### src/hw/rtl/mmpid_pkg.sv
// Package for the multi-motor PID speed loop: field widths, register codes,
// configuration struct and direction codes. No dependencies.
`default_nettype none

package mmpid_pkg;

  // Item field widths
  localparam int unsigned IDX_W   = 2;
  localparam int unsigned DIR_W   = 2;
  localparam int unsigned SPEED_W = 23;
  localparam int unsigned MEAS_W  = 24;
  localparam int unsigned ERR_W   = 25;
  localparam int unsigned PULSE_W = 16;

  // Configuration register widths
  localparam int unsigned GAIN_W        = 16;
  localparam int unsigned GAINS_W       = 3 * GAIN_W;
  localparam int unsigned NUM_GAIN_REGS = 4;
  localparam int unsigned LIMIT_W       = 16;
  localparam int unsigned SEL_W         = 4;

  // Gain fields inside one packed gains register
  localparam int unsigned KP_LSB = 0;
  localparam int unsigned KI_LSB = GAIN_W;
  localparam int unsigned KD_LSB = 2 * GAIN_W;

  // APB port: 64-bit data, registers on 8-byte strides
  localparam int unsigned PADDR_W   = 6;
  localparam int unsigned PDATA_W   = 64;
  localparam int unsigned REG_IDX_W = 3;
  localparam int unsigned REG_LSB   = 3;

  typedef enum logic [REG_IDX_W-1:0] {
    REG_GAINS_0   = 3'd0,
    REG_GAINS_1   = 3'd1,
    REG_GAINS_2   = 3'd2,
    REG_GAINS_3   = 3'd3,
    REG_LIMIT_A   = 3'd4,
    REG_LIMIT_B   = 3'd5,
    REG_LIMIT_SEL = 3'd6,
    REG_DEAD_ZONE = 3'd7
  } reg_idx_e;

  localparam logic [LIMIT_W-1:0] LIMIT_RESET = 16'd1000;
  localparam logic [SEL_W-1:0]   SEL_RESET   = 4'hF;

  // Drive direction codes (2-bit signed)
  localparam logic signed [DIR_W-1:0] DIR_NONE = 2'sb00;
  localparam logic signed [DIR_W-1:0] DIR_FWD  = 2'sb01;
  localparam logic signed [DIR_W-1:0] DIR_REV  = 2'sb11;

  typedef struct packed {
    logic [NUM_GAIN_REGS-1:0][GAINS_W-1:0] gains;
    logic [LIMIT_W-1:0]                    limit_a;
    logic [LIMIT_W-1:0]                    limit_b;
    logic [SEL_W-1:0]                      limit_sel;
    logic [LIMIT_W-1:0]                    dead_zone;
  } cfg_t;

endpackage

`default_nettype wire

### src/hw/rtl/mmpid_cfg.sv
// APB register file for the PID speed loop: gains, limits, limit select, dead zone.
// Depends on mmpid_pkg (cfg_t, reg_idx_e, widths).
`default_nettype none

module mmpid_cfg import mmpid_pkg::*; (
  input  wire logic               clk_i,
  input  wire logic               rst_ni,
  input  wire logic               psel,
  input  wire logic               penable,
  input  wire logic               pwrite,
  input  wire logic [PADDR_W-1:0] paddr,
  input  wire logic [PDATA_W-1:0] pwdata,
  output logic      [PDATA_W-1:0] prdata,
  output logic                    pready,
  output cfg_t                    cfg_o
);

  cfg_t     cfg_q;
  reg_idx_e reg_idx;
  logic     wr_en;

  assign reg_idx = reg_idx_e'(paddr[REG_LSB +: REG_IDX_W]);
  assign wr_en   = psel & penable & pwrite;
  assign pready  = 1'b1;
  assign cfg_o   = cfg_q;

  // Register writes
  always_ff @(posedge clk_i or negedge rst_ni) begin
    if (!rst_ni) begin
      cfg_q.gains     <= '0;
      cfg_q.limit_a   <= LIMIT_RESET;
      cfg_q.limit_b   <= LIMIT_RESET;
      cfg_q.limit_sel <= SEL_RESET;
      cfg_q.dead_zone <= '0;
    end else if (wr_en) begin
      unique case (reg_idx)
        REG_GAINS_0:   cfg_q.gains[0]  <= pwdata[GAINS_W-1:0];
        REG_GAINS_1:   cfg_q.gains[1]  <= pwdata[GAINS_W-1:0];
        REG_GAINS_2:   cfg_q.gains[2]  <= pwdata[GAINS_W-1:0];
        REG_GAINS_3:   cfg_q.gains[3]  <= pwdata[GAINS_W-1:0];
        REG_LIMIT_A:   cfg_q.limit_a   <= pwdata[LIMIT_W-1:0];
        REG_LIMIT_B:   cfg_q.limit_b   <= pwdata[LIMIT_W-1:0];
        REG_LIMIT_SEL: cfg_q.limit_sel <= pwdata[SEL_W-1:0];
        REG_DEAD_ZONE: cfg_q.dead_zone <= pwdata[LIMIT_W-1:0];
        default:       cfg_q           <= cfg_q;
      endcase
    end
  end

  // Read mux
  always_comb begin
    unique case (reg_idx)
      REG_GAINS_0:   prdata = PDATA_W'(cfg_q.gains[0]);
      REG_GAINS_1:   prdata = PDATA_W'(cfg_q.gains[1]);
      REG_GAINS_2:   prdata = PDATA_W'(cfg_q.gains[2]);
      REG_GAINS_3:   prdata = PDATA_W'(cfg_q.gains[3]);
      REG_LIMIT_A:   prdata = PDATA_W'(cfg_q.limit_a);
      REG_LIMIT_B:   prdata = PDATA_W'(cfg_q.limit_b);
      REG_LIMIT_SEL: prdata = PDATA_W'(cfg_q.limit_sel);
      REG_DEAD_ZONE: prdata = PDATA_W'(cfg_q.dead_zone);
      default:       prdata = '0;
    endcase
  end

endmodule

`default_nettype wire

### config.mk
export PLATFORM = sky130hd
export DESIGN_NAME = mmpid_cfg
export DESIGN_NICKNAME = d
export VERILOG_FILES = /design/src/hw/rtl/mmpid_pkg.sv /design/src/hw/rtl/mmpid_cfg.sv
export SDC_FILE = /design/constraint.sdc
export NUM_CORES = 1
export LEC_CHECK = 0
export CORE_MARGIN = 1.5
export CORE_UTILIZATION = 44
export CTS_BUF_LIST = sky130_fd_sc_hd__clkbuf_4 sky130_fd_sc_hd__clkbuf_8
export CTS_CLUSTER_DIAMETER = 60
export DETAILED_ROUTE_END_ITERATION = 10
export DONT_BUFFER_PORTS = 1
export PLACE_DENSITY_LB_ADDON = 0.3
export SYNTH_ARGS = -nofsm -noshare
export SYNTH_HDL_FRONTEND = slang
export SYNTH_SLANG_ARGS = --single-unit
export TNS_END_PERCENT = 20
### constraint.sdc
create_clock -name clk_i -period 1.9 [get_ports clk_i]
set_input_delay 0.095 -clock clk_i [delete_from_list [all_inputs] [get_ports clk_i]]
set_output_delay 0.095 -clock clk_i [all_outputs]
set_load 0.05 [all_outputs]
======== Word-level counts from Yosys, hierarchy flattened ========
Index checks and enable logic that the tools add are counted.
storage, ports and cells
  bits in registers ....................... 244
cells by class
  bitwise operators ....................... 2
  reduce and logical (&&, ||, !) cells .... 9
  equality and inequality tests ........... 7
  mux-type cells .......................... 1
operators with widths
  operator              number
  $pmux W64 S8          1
  $reduce_and A2 Y1     8
  $eq A3 B3 Y1 const B  4
  $eq A3 B2 Y1 const B  2
  $eq A3 B1 Y1 const B  1
  $logic_not A3 Y1      1
  $and A1 B1 Y1         2

======== Logic depth before layout (Yosys ltp) ========
  depth in word-level cells ............... 3
  gate-level depth with buffers ........... 7
  depth with buffers taken out ............ 4

======== Worst setup path before layout ========
Ideal clock, no wire load.
  path kind ............................... reg-to-output
  from .................................... register cfg_q, in the netlist cfg_o[43]
  to ...................................... output port prdata[7]
  slack ................................... 0.091 ns
  stages on the path, launching flop included .. 4
  data arrival time ....................... 1.714 ns
  buffers on the path ..................... 0
  data required time ...................... 1.805 ns
  cells stage by stage .................... dfstp_2 -> nand2b_1 -> a222oi_1 -> a21oi_1
on the way
  longest elaborated chain between the ends .. 1
ends and longest elaborated chain
  item                      line             source
  start: declaration        mmpid_cfg.sv:18  cfg_t cfg_q;
  start signal: assignment  mmpid_cfg.sv:45  default: cfg_q <= cfg_q;
  $pmux W64 S8              mmpid_cfg.sv:52  unique case (reg_idx)
  end: declaration          mmpid_cfg.sv:13  output logic [PDATA_W-1:0] prdata,
No other way between the ends. The select of a mux whose other input is x is not followed.

======== Worst setup path in the final report ========
  from .................................... register cfg_q, in the netlist cfg_o[19]
  to ...................................... output port prdata[3]
Same word-level chain as after synthesis.

==> results.sh <==
export IMPL_cts_max_level=2
export IMPL_p_leak_nw=7.017
export IMPL_core_um2=25180
export IMPL_fp_dieW_um=163.2
export IMPL_fin_crit_sh_pct=103.7
export IMPL_slew_violations=0
export IMPL_drt_iter0_markers=393
export IMPL_largest_reg_flops=244
export IMPL_cap_violations=0
export IMPL_layout_nets=1117
export IMPL_area_growth_pct=30.89
export IMPL_ys_seq_area_share_pct=54.26
export IMPL_fillers=1970
export IMPL_yosysWarningCount=0
export IMPL_synth_top_area_share_pct=50.54
export IMPL_grt_overflow_total=0
export IMPL_yosysTopAreaCell="dfrtp_1"
export IMPL_drt_total_wl_mm=33.05
export IMPL_fin_skew_ns=0
export IMPL_worst_hold_slack_ns=-0.7422
export IMPL_crit_type="reg2out"
export IMPL_grt_usage_pct=24.82
export IMPL_pwr_share_seq_pct=39.2
export IMPL_vias=7708
export IMPL_fin_cells=1404
export IMPL_synthFlopType="dfrtp_1"
export IMPL_route_detailed_drc=0
export IMPL_ys_async_sr_fraction_pct=100.0
export IMPL_hold_path_class="in2async"
export IMPL_clock_latency_ns=0.53
export IMPL_power_density_nw_per_um2=1368
export IMPL_worstSetupEndpointType="output pin"
export IMPL_grt_pass1_vias=8815
export IMPL_synth_edff_count=0
export IMPL_setup_viol_count_final=2
export IMPL_p_sw_mw=8.383
export IMPL_drive_gt1_share_pct=61.55
export IMPL_place_ws_ns=0.3175
export IMPL_avgSynthCellArea_um2=14.89
export IMPL_wl_per_cell_um=23.54
export IMPL_violations="hold timing, setup timing"
export IMPL_finalCriticalPeriod_ns=1.970
export IMPL_grt_max_degree=245
export IMPL_max_freq_ghz=0.5077
export IMPL_cts_sinks=244
export IMPL_outcome="finished with violations"
export IMPL_root_buffer="clkbuf_8"
export IMPL_port_buffers=0
export IMPL_grt_pass1_wl_mm=50.57
export IMPL_dieArea_um2=26630
export IMPL_cts_buffer_depth=3
export IMPL_swShare_pct=41.46
export IMPL_antenna_found_initial=0
export IMPL_multiInputGateArea_um2=4843
export IMPL_slew_headroom_pct=41.40
export IMPL_seqCellArea_um2=6186
export IMPL_hpwl_mm=21.58
export IMPL_gp_congestion=0.8394
export IMPL_dpl_cell_count=1279
export IMPL_drt_pass1_iterations=5
export IMPL_start_kind="flip-flop"
export IMPL_synth_seq_cells=244
export IMPL_syn_area_um2=11290
export IMPL_vdd_drop_max_mv=0.8576
export IMPL_start_util_pct=44.83
export IMPL_io_pins=384
export IMPL_rsz0062_at_grt="true"
export IMPL_yosysUniqueCellTypes=30
export IMPL_synth_area_leaders="dfrtp_1, mux2_2, mux4_2, mux2_4, dfstp_2"
export IMPL_setup_slack_ns=-0.06956
export IMPL_std_cell_rows=58
export IMPL_setup_tns_ns=-0.09993
export IMPL_cts_tree="yes"
export IMPL_hold_violations=244
export IMPL_numCtsBuffers=43
export IMPL_ys_top_cells_by_count="dfrtp_1, mux2_2, mux2_4, mux4_2, nor2b_1"
export IMPL_holdBufCountCts=48
export IMPL_required_ns=1.80
export IMPL_power_internal_mw=11.84
export IMPL_viasPerCell=5.490
export IMPL_critPathMaxFanout=3
export IMPL_die_h_um=163.2
export IMPL_clock_power_share_pct=25.4
export IMPL_clkSlewWorstSetupHoldPaths_ns=0.06
export IMPL_antenna_cells=0
export IMPL_post_synth_top_count_cell="dfrtp_1"
export IMPL_comb_power_share_pct=35.5
export IMPL_worst_pin_slew_ns=0.8790
export IMPL_arrival_ns=1.87
export IMPL_antenna_left=0
export IMPL_synthesis_instances=758
critical path, cell delays in order (launching register included):
cell and delay [ns]:
dfstp_4 0.71, mux2i_1 0.09, o22ai_1 0.20, o22a_1 0.17, buf_6 0.16
power groups by stage:
stage | logic, mW | clock network [mW] | registers, mW
finish | 7.17 | 5.13 | 7.92
global route | 7.44 | 5.50 | 8.05
CTS | 7.20 | 5.25 | 7.91
detailed placement | 7.04 | 0 | 7.95
global placement | 6.90 | 0 | 7.87
floorplan | 2.30 | 0 | 10.6
cell usage in the layout (no fill, tap or decap), types with 7 or more instances in the layout:
master / synthesis / routed
mux4_2: 32 / 32
dlygate4sd3_1: 0 / 48
a21oi_1: 14 / 14
mux2i_1: 29 / 29
nor2_1: 16 / 14
clkbuf_4: 0 / 18
nand2b_1: 8 / 8
buf_4: 17 / 229
mux2_2: 204 / 204
dfrtp_2: 0 / 39
clkbuf_8: 0 / 53
mux2_4: 40 / 40
conb_1: 2 / 17
dfrtp_1: 228 / 189
o22a_1: 12 / 12
buf_6: 6 / 7
o21ai_0: 20 / 18
dfstp_2: 16 / 13
nor2b_1: 32 / 32
per-layer routing:
metal  part of all wire [%]  wire, µm  track usage, %
met5                      0         0               0
met1                     36     12050           28.39
met4                    3.5      1152           10.76
met3                     10      3369           8.786
met2                     50     16480           41.91
metrics by stage:
stage               hold WS, ns  total power, mW  utilization, %  instance area, µm²
floorplan               -0.2006            12.91               -               11350
global route            -0.7816            20.99           58.68               14780
CTS                     -0.7772            20.36           58.59               14750
detailed placement      -0.1969            14.99           52.72               13280
global placement        -0.1957            14.77           52.72               13280
finish                  -0.7422            20.22           58.68               14780
cell families after synthesis:
kind of cell    share of synthesized area (%)
compound gates                          3.746
buf+inv                                 3.535
flops                                   54.26
mux                                     34.62
other cells                           0.06652
simple gates                            3.768
timing repair:
item	4_1_cts	5_1_grt
pin swaps	6	7
setup endpoints to repair	13	12
hold endpoints to repair	488	244
setup buffers	0	0
gates resized for setup	43	9
cell type report:
cell class / count / area share [%]
Tap cell: 330 / 2.794
Inverter: 2 / 0.05080
Multi-Input combinational cell: 461 / 32.78
Clock buffer: 71 / 5.851
Sequential cell: 244 / 41.86
Timing Repair Buffer: 290 / 16.23
Clock inverter: 6 / 0.4318
final timing paths:
check                            from    endpoint  slack, ns  cells past startpoint
setup / recovery            cfg_o[19]   prdata[3]      -0.07                      4
hold / removal                 rst_ni  cfg_o[137]      -0.74                      0
setup reg to reg            cfg_o[58]   cfg_o[58]       0.82                      1
hold reg to reg            cfg_o[170]  cfg_o[170]       0.74                      2
min in group clk_i           paddr[4]   cfg_o[16]       0.08                      3
max in group asynchronous      rst_ni   cfg_o[33]       2.19                      0
Power figures use the tool's default switching activity.
